--- src/sv/rcsa_pkg.sv ---
// Shared types and reset constants for the RC switch arm sequencer.
`default_nettype none

package rcsa_pkg;

    localparam int unsigned CfgIdxW = 3;
    localparam int unsigned CfgDataW = 16;

    localparam logic [CfgIdxW-1:0] CFG_ZERO_THR = 3'd0;
    localparam logic [CfgIdxW-1:0] CFG_DOWN_THR = 3'd1;
    localparam logic [CfgIdxW-1:0] CFG_UP_THR = 3'd2;
    localparam logic [CfgIdxW-1:0] CFG_MID_THR = 3'd3;
    localparam logic [CfgIdxW-1:0] CFG_TIMEOUT = 3'd4;

    localparam logic [14:0] ZERO_THR_RST = 15'd80;
    localparam logic signed [15:0] DOWN_THR_RST = 16'sd700;
    localparam logic signed [15:0] UP_THR_RST = -16'sd700;
    localparam logic [14:0] MID_THR_RST = 15'd200;
    localparam logic [15:0] TIMEOUT_RST = 16'd1000;

    localparam logic [1:0] STEP_WAIT_MID = 2'd0;
    localparam logic [1:0] STEP_WAIT_DOWN = 2'd1;
    localparam logic [1:0] STEP_WAIT_UP = 2'd2;

    typedef struct packed {
        logic [14:0]        zero_thr;
        logic signed [15:0] down_thr;
        logic signed [15:0] up_thr;
        logic [14:0]        mid_thr;
        logic [15:0]        timeout_ms;
    } cfg_t;

    typedef struct packed {
        logic               rc_present;
        logic               rc_online;
        logic signed [15:0] stick_a;
        logic signed [15:0] stick_b;
        logic signed [15:0] stick_c;
        logic signed [15:0] stick_d;
        logic signed [15:0] manual_switch;
        logic signed [15:0] limit_switch;
        logic signed [15:0] safe_switch;
        logic [31:0]        time_ms;
        logic               in_standby;
    } item_t;

    typedef struct packed {
        logic base;
        logic man_down;
        logic safe_ctr;
        logic safe_dn;
        logic safe_up;
    } flags_t;

    typedef struct packed {
        logic       armed;
        logic       req_ready;
        logic       req_manual;
        logic       req_auto;
        logic       req_standby;
        logic [1:0] seq_step;
    } result_t;

endpackage

`default_nettype wire

--- src/sv/rcsa_classify.sv ---
// Threshold comparisons on one radio snapshot.
`default_nettype none

module rcsa_classify (
    input  wire rcsa_pkg::item_t item,
    input  wire rcsa_pkg::cfg_t  cfg,
    output rcsa_pkg::flags_t     flags
);
    import rcsa_pkg::*;

    logic signed [16:0] zero_pos;
    logic signed [16:0] zero_neg;
    logic signed [16:0] mid_pos;
    logic signed [16:0] mid_neg;

    function automatic logic centred(input logic signed [15:0] v,
                                     input logic signed [16:0] hi,
                                     input logic signed [16:0] lo);
        logic signed [16:0] vx;
        vx = {v[15], v};
        return (vx <= hi) && (vx >= lo);
    endfunction

    assign zero_pos = {2'b00, cfg.zero_thr};
    assign zero_neg = -zero_pos;
    assign mid_pos = {2'b00, cfg.mid_thr};
    assign mid_neg = -mid_pos;

    logic signed [16:0] safe_x;
    assign safe_x = {item.safe_switch[15], item.safe_switch};

    assign flags.man_down = item.manual_switch >= cfg.down_thr;
    assign flags.safe_dn = item.safe_switch >= cfg.down_thr;
    assign flags.safe_up = item.safe_switch <= cfg.up_thr;
    assign flags.safe_ctr = (safe_x > mid_neg) && (safe_x < mid_pos);
    assign flags.base = item.rc_online
        && centred(item.stick_a, zero_pos, zero_neg)
        && centred(item.stick_b, zero_pos, zero_neg)
        && centred(item.stick_c, zero_pos, zero_neg)
        && centred(item.stick_d, zero_pos, zero_neg)
        && flags.man_down
        && (item.limit_switch >= cfg.down_thr);

endmodule

`default_nettype wire

--- src/sv/rcsa_seq.sv ---
// Arm sequence state: unlocked flag, step and deadline, plus request flags.
`default_nettype none

module rcsa_seq (
    input  wire                    aclk,
    input  wire                    aresetn,
    input  wire                    advance,
    input  wire                    rc_present,
    input  wire                    in_standby,
    input  wire [31:0]             time_ms,
    input  wire [15:0]             timeout_ms,
    input  wire rcsa_pkg::flags_t  flags,
    output rcsa_pkg::result_t      result
);
    import rcsa_pkg::*;

    logic        unlocked_reg, unlocked_next;
    logic [1:0]  step_reg, step_next;
    logic [31:0] deadline_reg, deadline_next;

    logic [31:0] diff;
    logic        timed_out;
    logic        unl_mid;
    logic        force_sb;

    assign diff = time_ms - deadline_reg;
    assign timed_out = (diff != 32'd0) && !diff[31];

    always_comb begin
        unlocked_next = unlocked_reg;
        step_next = step_reg;
        deadline_next = deadline_reg;
        force_sb = 1'b0;
        if (rc_present) begin
            if (!unlocked_reg) begin
                if (!flags.base) begin
                    step_next = STEP_WAIT_MID;
                    deadline_next = '0;
                end else begin
                    case (step_reg)
                        STEP_WAIT_MID: begin
                            if (flags.safe_ctr) step_next = STEP_WAIT_DOWN;
                        end
                        STEP_WAIT_DOWN: begin
                            if (flags.safe_dn) begin
                                step_next = STEP_WAIT_UP;
                                deadline_next = time_ms + {16'd0, timeout_ms};
                            end else if (!flags.safe_ctr) begin
                                step_next = STEP_WAIT_MID;
                            end
                        end
                        STEP_WAIT_UP: begin
                            // timeout wins over the up position
                            if (timed_out) begin
                                step_next = STEP_WAIT_MID;
                                deadline_next = '0;
                            end else if (flags.safe_up) begin
                                unlocked_next = 1'b1;
                            end
                        end
                        default: begin
                            step_next = STEP_WAIT_MID;
                            deadline_next = '0;
                        end
                    endcase
                end
            end
            unl_mid = unlocked_next;
            if (unl_mid && flags.safe_dn) begin
                unlocked_next = 1'b0;
                step_next = STEP_WAIT_MID;
                deadline_next = '0;
                force_sb = 1'b1;
            end
        end else begin
            unl_mid = unlocked_reg;
        end
    end

    always_comb begin
        result.armed = rc_present && unlocked_next;
        result.req_ready = rc_present && unlocked_next && in_standby;
        result.req_manual = rc_present && unlocked_next && !force_sb && flags.man_down;
        result.req_auto = rc_present && unlocked_next && !force_sb && !flags.man_down;
        result.req_standby = force_sb;
        result.seq_step = step_next;
    end

    always_ff @(posedge aclk) begin
        if (!aresetn) begin
            unlocked_reg <= 1'b0;
            step_reg <= STEP_WAIT_MID;
            deadline_reg <= '0;
        end else if (advance) begin
            unlocked_reg <= unlocked_next;
            step_reg <= step_next;
            deadline_reg <= deadline_next;
        end
    end

endmodule

`default_nettype wire

--- src/sv/rc_switch_arm_sequencer.sv ---
// Top level of the RC switch arm sequencer: config, input stage, output stage.
//
// One input word is one radio tick: presence, link flag, four sticks, three
// switch channels, millisecond time and the standby flag. Each word yields
// exactly one result word with the arm flag, the mode requests and the
// current sequence step.
// A word accepted into the input register has its result loaded into the
// result register when the result stage is free, so a receiver stall can
// delay it. Throughput: one word per cycle while the receiver does not stall;
// the state update is a single pass of comparisons, a 32-bit add and a 32-bit
// subtract between the two registers.
// When the receiver stalls, the result register holds and the input
// register fills; s_ready drops only once both are occupied.
// Reset (synchronous, aresetn low) empties both stages, clears the arm
// state and sequence step, and loads the default thresholds.
// The user must write thresholds through cfg_wr_en/cfg_index/cfg_wdata only
// while no word is in flight (not enforced); indexes past timeout are ignored.
`default_nettype none

module rc_switch_arm_sequencer (
    input  wire                            aclk,
    input  wire                            aresetn,
    input  wire                            cfg_wr_en,
    input  wire [rcsa_pkg::CfgIdxW-1:0]    cfg_index,
    input  wire [rcsa_pkg::CfgDataW-1:0]   cfg_wdata,
    input  wire                            s_valid,
    output logic                           s_ready,
    input  wire                            s_rc_present,
    input  wire                            s_rc_online,
    input  wire signed [15:0]              s_stick_a,
    input  wire signed [15:0]              s_stick_b,
    input  wire signed [15:0]              s_stick_c,
    input  wire signed [15:0]              s_stick_d,
    input  wire signed [15:0]              s_manual_switch,
    input  wire signed [15:0]              s_limit_switch,
    input  wire signed [15:0]              s_safe_switch,
    input  wire [31:0]                     s_time_ms,
    input  wire                            s_in_standby,
    output logic                           m_valid,
    input  wire                            m_ready,
    output logic                           m_armed,
    output logic                           m_req_ready,
    output logic                           m_req_manual,
    output logic                           m_req_auto,
    output logic                           m_req_standby,
    output logic [1:0]                     m_seq_step
);
    import rcsa_pkg::*;

    cfg_t    cfg_reg;
    item_t   item_reg;
    logic    item_valid_reg;
    result_t res_reg;
    logic    res_valid_reg;

    flags_t  flags;
    result_t res_next;
    logic    out_free;
    logic    advance;

    assign out_free = !res_valid_reg || m_ready;
    assign advance = item_valid_reg && out_free;
    assign s_ready = !item_valid_reg || out_free;

    always_ff @(posedge aclk) begin
        if (!aresetn) begin
            cfg_reg.zero_thr <= ZERO_THR_RST;
            cfg_reg.down_thr <= DOWN_THR_RST;
            cfg_reg.up_thr <= UP_THR_RST;
            cfg_reg.mid_thr <= MID_THR_RST;
            cfg_reg.timeout_ms <= TIMEOUT_RST;
        end else if (cfg_wr_en) begin
            case (cfg_index)
                CFG_ZERO_THR: cfg_reg.zero_thr <= cfg_wdata[14:0];
                CFG_DOWN_THR: cfg_reg.down_thr <= cfg_wdata;
                CFG_UP_THR:   cfg_reg.up_thr <= cfg_wdata;
                CFG_MID_THR:  cfg_reg.mid_thr <= cfg_wdata[14:0];
                CFG_TIMEOUT:  cfg_reg.timeout_ms <= cfg_wdata;
                default: ;
            endcase
        end
    end

    // input stage: load a new word whenever it is free or draining
    always_ff @(posedge aclk) begin
        if (!aresetn) begin
            item_valid_reg <= 1'b0;
        end else if (s_ready) begin
            item_valid_reg <= s_valid;
        end
    end

    always_ff @(posedge aclk) begin
        if (s_valid && s_ready) begin
            item_reg.rc_present <= s_rc_present;
            item_reg.rc_online <= s_rc_online;
            item_reg.stick_a <= s_stick_a;
            item_reg.stick_b <= s_stick_b;
            item_reg.stick_c <= s_stick_c;
            item_reg.stick_d <= s_stick_d;
            item_reg.manual_switch <= s_manual_switch;
            item_reg.limit_switch <= s_limit_switch;
            item_reg.safe_switch <= s_safe_switch;
            item_reg.time_ms <= s_time_ms;
            item_reg.in_standby <= s_in_standby;
        end
    end

    rcsa_classify u_classify (
        .item  (item_reg),
        .cfg   (cfg_reg),
        .flags (flags)
    );

    rcsa_seq u_seq (
        .aclk       (aclk),
        .aresetn    (aresetn),
        .advance    (advance),
        .rc_present (item_reg.rc_present),
        .in_standby (item_reg.in_standby),
        .time_ms    (item_reg.time_ms),
        .timeout_ms (cfg_reg.timeout_ms),
        .flags      (flags),
        .result     (res_next)
    );

    // result stage: hold while the receiver stalls
    always_ff @(posedge aclk) begin
        if (!aresetn) begin
            res_valid_reg <= 1'b0;
        end else if (out_free) begin
            res_valid_reg <= item_valid_reg;
        end
    end

    always_ff @(posedge aclk) begin
        if (advance) begin
            res_reg <= res_next;
        end
    end

    assign m_valid = res_valid_reg;
    assign m_armed = res_reg.armed;
    assign m_req_ready = res_reg.req_ready;
    assign m_req_manual = res_reg.req_manual;
    assign m_req_auto = res_reg.req_auto;
    assign m_req_standby = res_reg.req_standby;
    assign m_seq_step = res_reg.seq_step;

`ifndef NO_ASSERTIONS
    a_step_code: assert property (@(posedge aclk) disable iff (!aresetn)
        m_valid |-> (m_seq_step <= STEP_WAIT_UP))
        else $error("sequence step left the legal range");

    a_mode_excl: assert property (@(posedge aclk) disable iff (!aresetn)
        (m_valid && m_armed) |-> (m_req_manual ^ m_req_auto))
        else $error("armed word without exactly one run request");

    a_force_disarm: assert property (@(posedge aclk) disable iff (!aresetn)
        (m_valid && m_req_standby) |->
            (!m_armed && !m_req_ready && m_seq_step == STEP_WAIT_MID))
        else $error("forced standby while still armed");

    a_req_needs_arm: assert property (@(posedge aclk) disable iff (!aresetn)
        (m_valid && !m_armed) |-> (!m_req_ready && !m_req_manual && !m_req_auto))
        else $error("mode request without arm");
`endif

endmodule

`default_nettype wire
--- config.mk ---
export PLATFORM = sky130hd
export DESIGN_NAME = rc_switch_arm_sequencer
export DESIGN_NICKNAME = d
export VERILOG_FILES = /design/src/sv/rcsa_pkg.sv /design/src/sv/rcsa_classify.sv /design/src/sv/rcsa_seq.sv /design/src/sv/rc_switch_arm_sequencer.sv
export SDC_FILE = /design/constraint.sdc
export NUM_CORES = 1
export LEC_CHECK = 0
export BUFFER_PORTS_ARGS = -buffer_cell sky130_fd_sc_hd__clkbuf_2
export CAP_MARGIN = 20
export CORE_ASPECT_RATIO = 0.9
export CORE_MARGIN = 3
export CORE_UTILIZATION = 54
export CTS_BUF_LIST = sky130_fd_sc_hd__clkbuf_16
export CTS_CLUSTER_DIAMETER = 80
export DETAILED_ROUTE_END_ITERATION = 7
export PLACE_DENSITY = 0.79
export SYNTH_ARGS = -nofsm -noshare
export SYNTH_HDL_FRONTEND = slang
export SYNTH_SLANG_ARGS = --single-unit
--- constraint.sdc ---
create_clock -name aclk -period 4.6 [get_ports aclk]
set_input_delay 0.92 -clock aclk [delete_from_list [all_inputs] [get_ports aclk]]
set_output_delay 0.92 -clock aclk [all_outputs]
set_load 0.02 [all_outputs]
# Yosys cells after proc, flatten, opt, wreduce, memory -nomap -nowiden

Cells that the tools add are included.

Register bits: 269
Bits of input ports: 171
Output and inout port bits: 9
Logic and storage cells: 116

Add/sub/neg operators: 4
$lt $le $gt $ge: 14
Eq/ne operators: 10
Muxes and demuxes: 25
Reduce and logical (&&, ||, !) cells: 36

Operator list:

| kind                                                                  | count |
|---|---|
| 32-bit 2-to-1 mux                                                     | 5 |
| 32-bit case mux with 3 select lines                                   | 1 |
| 16-bit less-or-equal comparator                                       | 5 |
| 16-bit by 17-bit >= comparator with 1-bit output                      | 4 |
| 16-bit >= comparator                                                  | 3 |
| 15-bit negator with 17-bit output                                     | 2 |
| 32-bit by 16-bit adder with 32-bit output                             | 1 |
| 32-bit nonzero test                                                   | 1 |
| 32-bit subtractor                                                     | 1 |
| 1-bit logical AND                                                     | 20 |
| 16-bit by 17-bit greater-than comparator with 1-bit output            | 1 |
| 16-bit less-than comparator                                           | 1 |
| 2-bit 2-to-1 mux                                                      | 8 |
| 1-bit 2-to-1 mux                                                      | 10 |
| 2-bit AND reduction                                                   | 5 |
| 4-bit inequality test, second input constant                          | 2 |
| 3-bit by 2-bit equality test with 1-bit output, second input constant | 2 |
| 2-bit case mux with 3 select lines                                    | 1 |
| 6-bit AND reduction                                                   | 1 |
| 1-bit zero test                                                       | 5 |
| 3-bit by 1-bit equality test with 1-bit output, second input constant | 1 |
| 3-bit equality test, second input constant                            | 1 |
| 3-bit zero test                                                       | 1 |
| 3-bit inequality test, second input constant                          | 1 |
| other kinds (5)                                                       | 6 |

# Logic depth before layout (Yosys ltp)

Gate-level depths: netlist of the first run.

Depth after elaboration: 18
Mapped depth: 21
Mapped depth without buffers: 19

# By module

Synthesis of the first run repeated with hierarchy kept, for this count alone.

Cell total of the unflattened synthesis: 1771
Area, all modules: 17830.9 sq um

By module, submodules not included:

| module                  | times used | cells an instance | area each (sq um) | sequential area each (sq um) |
|---|---|---|---|---|
| rc_switch_arm_sequencer | 1          | 453               | 7713.6            | 6226.0 |
| rcsa_classify           | 1          | 721               | 5589.1            | 0.0 |
| rcsa_seq                | 1          | 597               | 4528.1            | 700.7 |

# Worst setup path after synthesis of the first run

No wires, ideal clock.

Path type: input to register
Start point: in m_ready
End point: reg item_reg[0] (netlist name)
Library setup time: 0.524 ns
Arrival: 4.584 ns
Required time: 4.076 ns
Slack: -0.508 ns
Stages: 3
Buffers on the path: 0
Cells stage by stage: nor2b_1 -> nand2_1 -> and2_1

Longest elaborated chain between the ends: 3

RTL lines:

| element            | line                          | source |
|---|---|---|
| start: declaration | rc_switch_arm_sequencer.sv:40 | `input wire m_ready,` |
| 1-bit logical OR   | rc_switch_arm_sequencer.sv:61 | `assign out_free = !res_valid_reg \|\| m_ready;` |
| 1-bit logical OR   | rc_switch_arm_sequencer.sv:63 | `assign s_ready = !item_valid_reg \|\| out_free;` |
| via s_ready        | rc_switch_arm_sequencer.sv:27 | `output logic s_ready,` |
| 1-bit logical AND  | rc_switch_arm_sequencer.sv:94 | `if (s_valid && s_ready) begin` |

The timed path passes the listed nets, and every way through them passes these cells.
A chain may end at the register's enable or synchronous reset.

# Worst setup path after layout of the first run

Start point: reg cfg_reg[63] in the netlist's numbering
End point: reg u_seq.deadline_reg[11]

Longest elaborated chain between the ends: 15
Elaborated cells between the ends (all ways): 31
Classes of those cells: add/sub (1); order compare (8); eq/ne (4); mux (6); reduce/logical (12)

RTL lines:

| element                                                        | line                          | source |
|---|---|---|
| start: declaration                                             | rc_switch_arm_sequencer.sv:50 | `cfg_t cfg_reg;` |
| 15-bit negator with 17-bit output                              | rcsa_classify.sv:25           | `assign zero_neg = -zero_pos;` |
| 16-bit by 17-bit >= comparator with 1-bit output               | rcsa_classify.sv:21           | `return (vx <= hi) && (vx >= lo);` |
| 1-bit logical AND                                              | rcsa_classify.sv:21           |  |
| 1-bit logical AND                                              | rcsa_classify.sv:37           | `&& centred(item.stick_a, zero_pos, zero_neg)` |
| 1-bit logical AND                                              | rcsa_classify.sv:38           | `&& centred(item.stick_b, zero_pos, zero_neg)` |
| 1-bit logical AND                                              | rcsa_classify.sv:39           | `&& centred(item.stick_c, zero_pos, zero_neg)` |
| 1-bit logical AND (*)                                          | rcsa_classify.sv:40           | `&& centred(item.stick_d, zero_pos, zero_neg)` |
| 1-bit logical AND (*)                                          | rcsa_classify.sv:41           | `&& flags.man_down` |
| 1-bit logical AND (*)                                          | rcsa_classify.sv:42           | `&& (item.limit_switch >= cfg.down_thr);` |
| 1-bit 2-to-1 mux                                               | rcsa_seq.sv:36                | `if (!flags.base) begin` |
| 1-bit 2-to-1 mux                                               | rcsa_seq.sv:35                | `if (!unlocked_reg) begin` |
| 1-bit 2-to-1 mux                                               | rcsa_seq.sv:34                | `if (rc_present) begin` |
| 1-bit logical AND                                              | rcsa_seq.sv:69                | `if (unl_mid && flags.safe_dn) begin` |
| 4-bit inequality test (no source line) (tied with other cells) | -                             |  |
| 6-bit AND reduction (no source line)                           | -                             |  |
| end signal: assignment                                         | rcsa_seq.sv:97                | `deadline_reg <= deadline_next;` |
| end: declaration                                               | rcsa_seq.sv:19                | `logic [31:0] deadline_reg, deadline_next;` |

Every way passes the cells marked *; elsewhere a longest branch is shown, timed or not. The select of a mux whose other input is x is not followed.

==> results.json, run 1 <==
{
  "drt_iter0_markers": 1360,
  "synth_compound_area_frac": 0.173,
  "pre_cts_ws_ns": -0.278,
  "nFillCells": 2555,
  "grt-ovfl-total": 0,
  "die_w_um": 195,
  "slew_headroom": 0.381,
  "rsz0062_at_grt": "yes",
  "grt_usage": 0.278,
  "worstMarginPinSlew_ns": 0.924,
  "cp_max_fo": 15,
  "grt_max_degree": 70,
  "power.leakage_uw": 0.00857,
  "vdd_drop_max_v": 0.000387,
  "hold_path.class": "flop to flop",
  "cts.sinks": 269,
  "dp_hpwl_um": 37300,
  "grt_pass1_wl_um": 77100,
  "postSynth.asyncResetShare": 0,
  "cp.arrival_ns": 5.31,
  "netlist_area_um2": 17300,
  "setup_tns_ns": -5.75,
  "powerDensity_nw_per_um2": 295,
  "final_hold_viol_count": 0,
  "grt_pass1_vias": 14600,
  "synth_seq_cells": 269,
  "synth-simple-area-share": 0.160,
  "crit_type": "flop to flop",
  "layout_setup_ws_ns": -0.202,
  "maxCapViolations": 0,
  "synthXorXnorAreaFrac": 0.0333,
  "routed_wirelength_um": 49200,
  "clk_pin_slew_ns": 0.06,
  "h-tree-depth": 1,
  "area_growth_pct": 17.4,
  "boundaryPins": 180,
  "skew_ns": 0.0196,
  "synth_nets": 2228,
  "outcome": "finished, violations left",
  "core-area_um2": 31300,
  "power_uw": 6000,
  "syn_area_per_cell_um2": 9.66,
  "synth_fa_ha_area_frac": 0.191,
  "endpoint_kind": "flop",
  "drtPass1Iterations": 6,
  "synth-edff-count": 154,
  "via_per_inst": 6.10,
  "synth_top_family_by_area": "adder cells",
  "routabilityCongestion": 0.980,
  "multiInputGateArea_um2": 9940,
  "worst_setup_path_start_kind": "flop",
  "rows": 61,
  "numCtsBuffers": 29,
  "root_buffer": "clkbuf_16",
  "synth_seq_area_share": 0.399,
  "worstSkewPairLatency_ns": 0.58,
  "worstPathRequired_ns": 5.11,
  "cts_tree": "built",
  "r2r_slack_ns": -0.20,
  "route.detailed.drc": 0,
  "synth-main-ff-cell": "edfxtp_1",
  "start_util": 0.554,
  "final_nets": 2466,
  "seqCellArea_um2": 6930,
  "port-buffer-count": 179,
  "via_count": 15000,
  "drv_slew": 0,
  "dieArea_um2": 34300,
  "wl_per_cell_um": 20.0,
  "synthMuxAreaShare": 0.00426,
  "setup_viol": 34,
  "num_antenna_cells": 0,
  "fmax_mhz": 208,
  "yosysUniqueCellTypes": 83,
  "cts_buffer_depth": 3,
  "drive_gt1_frac": 0.173,
  "synthCells": 1795,
  "yosys_warnings": 0,
  "antenna_found_initial": 2,
  "fin_crit_ns": 4.80,
  "detail-route-antenna-nets": 0,
  "post-route-period-util": 1.04,
  "violations": "setup timing",
  "largest_register_ffs": 147,
  "die_h_um": 176
}
## cells in the mapped netlist, types with 7 or more instances
| cell | instances | area, µm² |
|---|---|---|
| o31ai_1 | 7 | 52.6 |
| nor4_1 | 21 | 131 |
| nor3_1 | 27 | 135 |
| xor2_1 | 19 | 166 |
| clkbuf_1 | 39 | 146 |
| a31oi_1 | 16 | 100 |
| a21o_1 | 37 | 278 |
| o211ai_1 | 42 | 315 |
| and3_1 | 12 | 75.1 |
| nand2b_1 | 17 | 106 |
| a211oi_1 | 13 | 97.6 |
| a2111oi_0 | 8 | 70.1 |
| o21ai_0 | 57 | 285 |
| edfxtp_1 | 154 | 4620 |
| ha_1 | 260 | 3250 |
| nand4_1 | 40 | 250 |
| nand2_1 | 215 | 807 |
| xnor2_1 | 45 | 394 |
| nor2_1 | 89 | 334 |
| a22o_1 | 32 | 280 |
| o21a_1 | 15 | 113 |
| or3_1 | 7 | 43.8 |
| o2111ai_1 | 7 | 61.3 |
| a21oi_1 | 147 | 736 |
| and2_1 | 13 | 81.3 |
| nor2b_1 | 26 | 163 |
| inv_1 | 129 | 484 |
| dfxtp_1 | 115 | 2300 |
| nand3_1 | 60 | 300 |
## kinds of logic (layout without fill, tap and decap cells)
group | count (synthesis) | count (layout)
AND/OR/NAND/NOR | 566 | 566
flip-flops | 269 | 269
adder cells (fa/ha/maj) | 264 | 264
AO/OA/AOI/OAI | 448 | 448
multiplexers | 7 | 7
XOR/XNOR | 65 | 65
buffers and inverters | 176 | 437
## worst paths after layout
path,start,to,depth (start not counted)
setup / recovery,cfg_reg[63]$_SDFFE_PN0P_,u_seq.deadline_reg[11]$_SDFFE_PN0P_,22
setup reg to reg,cfg_reg[63]$_SDFFE_PN0P_,u_seq.deadline_reg[11]$_SDFFE_PN0P_,22
hold reg to reg,cfg_reg[58]$_SDFFE_PN0P_,cfg_reg[58]$_SDFFE_PN0P_,2
hold / removal,cfg_reg[58]$_SDFFE_PN0P_,cfg_reg[58]$_SDFFE_PN0P_,2
## cell type report
type,instances,area share
multi-input cells,1350,0.488
flip-flops and latches,269,0.340
repair buffers,252,0.0752
clock buffers,31,0.0381
well taps,409,0.0251
inverters,131,0.0241
clock inverters,23,0.00903
## cells in the final DEF (no fill, tap or decap), types with 37 or more instances in the layout
cell type	n
ha_1	256
nand2_1	213
clkbuf_2	179
edfxtp_1	154
a21oi_1	146
inv_1	132
dfxtp_1	113
nor2_1	85
buf_4	65
nand3_1	60
o21ai_0	57
xnor2_1	42
o211ai_1	42
nand4_1	40
a21o_1	37
## worst max-delay path, cell delays in order, from the launching register on
cell,delay (ns)
dfxtp_2,0.33
inv_2,0.06
ha_4,0.13
or4b_4,0.48
nor2_4,0.15
nand2_4,0.08
nor2_4,0.20
ha_4,0.17
nand2b_4,0.12
o2111ai_4,0.11
a221o_1,0.30
or3_1,0.33
o32ai_2,0.21
nand4b_1,0.14
or4_4,0.52
nor4b_4,0.29
buf_4,0.17
nor3_1,0.03
or2_1,0.26
o31ai_4,0.22
buf_12,0.16
buf_12,0.13
a22o_1,0.14
## power by group
| part | switching (µW) | total, µW | internal [µW] |
|---|---|---|---|
| Sequential | 94.8 | 2750 | 2660 |
| Clock | 1010 | 2350 | 1340 |
| Combinational | 517 | 905 | 387 |
| Total | 1620 | 6000 | 4380 |
## metal layers
metal  vias up  GRT usage  share of wire
met5         -          0        0.00053
met4         4     0.0959          0.035
met3       117     0.0542          0.083
met2       581      0.441           0.45
met1      7158      0.383           0.43
li1       7165          -              -
## what timing repair did
action,CTS,global route
setup buffers,3,3
pin swaps,6,28
endpoints found under the setup margin,38,42
gates cloned,0,1
resized for setup,15,17
hold buffers,0,0
## per-stage QoR
step / cell area (µm²) / hold slack, ns / utilization / instances
detailed placement: 19100 / 0.446 / 0.612 / 2404
global route: 20400 / 0.476 / 0.651 / 2465
CTS: 20200 / 0.455 / 0.646 / 2461
global placement: 19100 / 0.442 / 0.612 / 2404
floorplan: 17400 / 0.436 / - / 1795
finish: 20400 / 0.457 / 0.651 / 2465
Power figures use the tool's default switching activity.
==> run 2: changes to the inputs <==
CORE_ASPECT_RATIO = not set   (was 0.9)
CTS_CLUSTER_SIZE = 30   (was not set)
==> run 2 against run 1 <==
  * The run still ends with setup timing left
  * Register-to-register slack got worse by 0.06 ns
  * Hold slack improved by 0.0051 ns
  * Critical endpoint is now u_seq.deadline_reg[16]$_SDFFE_PN0P_
  * Cell area fell by 1.1%
  * Sequential power barely moved
  * Clock-buffer cell count fell by 14
  * Via count fell by 0.41%
==> results.json, run 2 (same netlist as run 1, synthesis figures left out) <==
{
  "outcome": "finished, violations left",
  "violations": "setup timing",
  "endpoint_kind": "flop",
  "via_per_inst": 6.13,
  "rsz0062_at_grt": "yes",
  "drive_gt1_frac": 0.176,
  "drtPass1Iterations": 7,
  "routed_wirelength_um": 49500,
  "grt-busiest-layer": "met2",
  "drv_slew": 0,
  "layout_commonest_cell": "ha_1",
  "die_h_um": 185,
  "numCtsBuffers": 17,
  "met3_usage": 0.0483,
  "skew_ns": 0.0232,
  "area_growth_pct": 16.2,
  "slowest_delay_ns": 0.55,
  "worst-path-buf-inv": 3,
  "rows": 64,
  "root_buffer": "clkbuf_16",
  "fin_crit_ns": 4.86,
  "worstMarginPinSlew_ns": 1.03,
  "cts_buffer_depth": 3,
  "power.leakage_uw": 0.00846,
  "hold_path.class": "flop to flop",
  "min_path_cells": 2,
  "layout_common_cells": "256 x ha_1, 214 x nand2_1, 179 x clkbuf_2",
  "cp_top_family": "simple AND/OR/NAND/NOR gates",
  "port-buffer-count": 179,
  "worst_setup_path_start_kind": "flop",
  "h-tree-depth": 1,
  "slew_headroom": 0.310,
  "layout_setup_ws_ns": -0.262,
  "powerDensity_nw_per_um2": 268,
  "final_nets": 2469,
  "cts_tree": "built",
  "grt.met2_usage": 0.477,
  "pre_cts_ws_ns": -0.354,
  "maxCapViolations": 0,
  "fmax_mhz": 206,
  "cp.arrival_ns": 5.28,
  "grt_usage": 0.284,
  "gr-usage-met1": 0.378,
  "setup_viol": 36,
  "drt_iter0_markers": 1019,
  "grt_pass1_wl_um": 77000,
  "crit_slowest_cell": "or4_4",
  "dieArea_um2": 34300,
  "via_count": 15000,
  "path_cells": "inv_2, ha_4, or4b_4, nor2_4, nand2_2, nor2_4, ha_4, nand2b_4, o2111ai_4, a221o_1, or3_1, o32ai_2, nand4b_1, or4_4, nor4b_4, a31oi_1, o21ai_2, o31ai_4, buf_6, buf_12, a22o_1",
  "cp_max_fo": 8,
  "grt_max_degree": 148,
  "r2r_cells": 21,
  "detail-route-antenna-nets": 0,
  "final_hold_viol_count": 0,
  "power_uw": 5400,
  "post-route-period-util": 1.06,
  "worstSkewPairLatency_ns": 0.54,
  "antenna_found_initial": 0,
  "core-area_um2": 31100,
  "dp_hpwl_um": 38400,
  "grt-ovfl-total": 0,
  "num_antenna_cells": 0,
  "cts.sinks": 269,
  "routabilityCongestion": 0.979,
  "route.detailed.drc": 0,
  "finish.utilization": 0.647,
  "worstPathRequired_ns": 5.02,
  "vdd_drop_max_v": 0.000362,
  "boundaryPins": 180,
  "start_util": 0.557,
  "die_w_um": 185,
  "clk_pin_slew_ns": 0.11,
  "path_depth": 21,
  "wl_per_cell_um": 20.3,
  "grt_pass1_vias": 14700,
  "crit_type": "flop to flop",
  "largest_register_ffs": 147
}
[run 2: stage by stage]
step	area [µm²]	cells	hold slack (ns)	setup TNS [ns]
global route	20200	2442	0.487	-14.38
floorplan	17400	1795	0.436	0
global placement	19200	2400	0.441	-3.73
CTS	19900	2438	0.464	-5.36
finish	20200	2442	0.462	-7.81
detailed placement	19200	2400	0.448	-11.62
[run 2: worst register-to-register path, delay by kind of cell (launching register included)]
family | cells | cell delay (ns)
DFF | 1 | 0.36
and+or+nand+nor | 9 | 2.38
buffers and inverters | 3 | 0.35
adders and majority gates | 2 | 0.30
AOI/OAI and AO/OA | 7 | 1.35
[run 2: where the power goes]
group / leakage, µW / switching, µW / internal, µW
combinational: 0.00573 / 522 / 394
clock: 0.000292 / 972 / 762
sequential: 0.00243 / 95.9 / 2650
total: 0.00846 / 1590 / 3810
[run 2: timing repair]
action	in CTS	in global routing
cloned	1	1
buffers inserted	8	4
pin swaps	5	38
resized for setup	17	32
hold buffers	0	0
endpoints found under the setup margin	41	42
[run 2: path summary, 6_finish.rpt]
kind         slack (ns)                startpoint                                   to
max               -0.26  cfg_reg[64]$_SDFFE_PN0P_  u_seq.deadline_reg[16]$_SDFFE_PN0P_
min                0.46  cfg_reg[57]$_SDFFE_PN0P_             cfg_reg[57]$_SDFFE_PN0P_
max reg2reg       -0.26  cfg_reg[64]$_SDFFE_PN0P_  u_seq.deadline_reg[16]$_SDFFE_PN0P_
min reg2reg        0.46  cfg_reg[57]$_SDFFE_PN0P_             cfg_reg[57]$_SDFFE_PN0P_
[run 2: routing by layer]
| layer | wire [µm] | part of all wire |
|---|---|---|
| met1 | 21000 | 0.42 |
| met2 | 23100 | 0.47 |
| met3 | 3730 | 0.075 |
| met4 | 1710 | 0.035 |
| met5 | 0 | 0 |
[run 2: area by class of cell]
class                   instances  area (µm²)
fillers                      2542       11000
clock buffers                  17         425
multi-input cells            1350        9980
repair buffers                267        1650
clock inverters                12         173
flip-flops and latches        269        6930
inverters                     131         492
well taps                     396         495
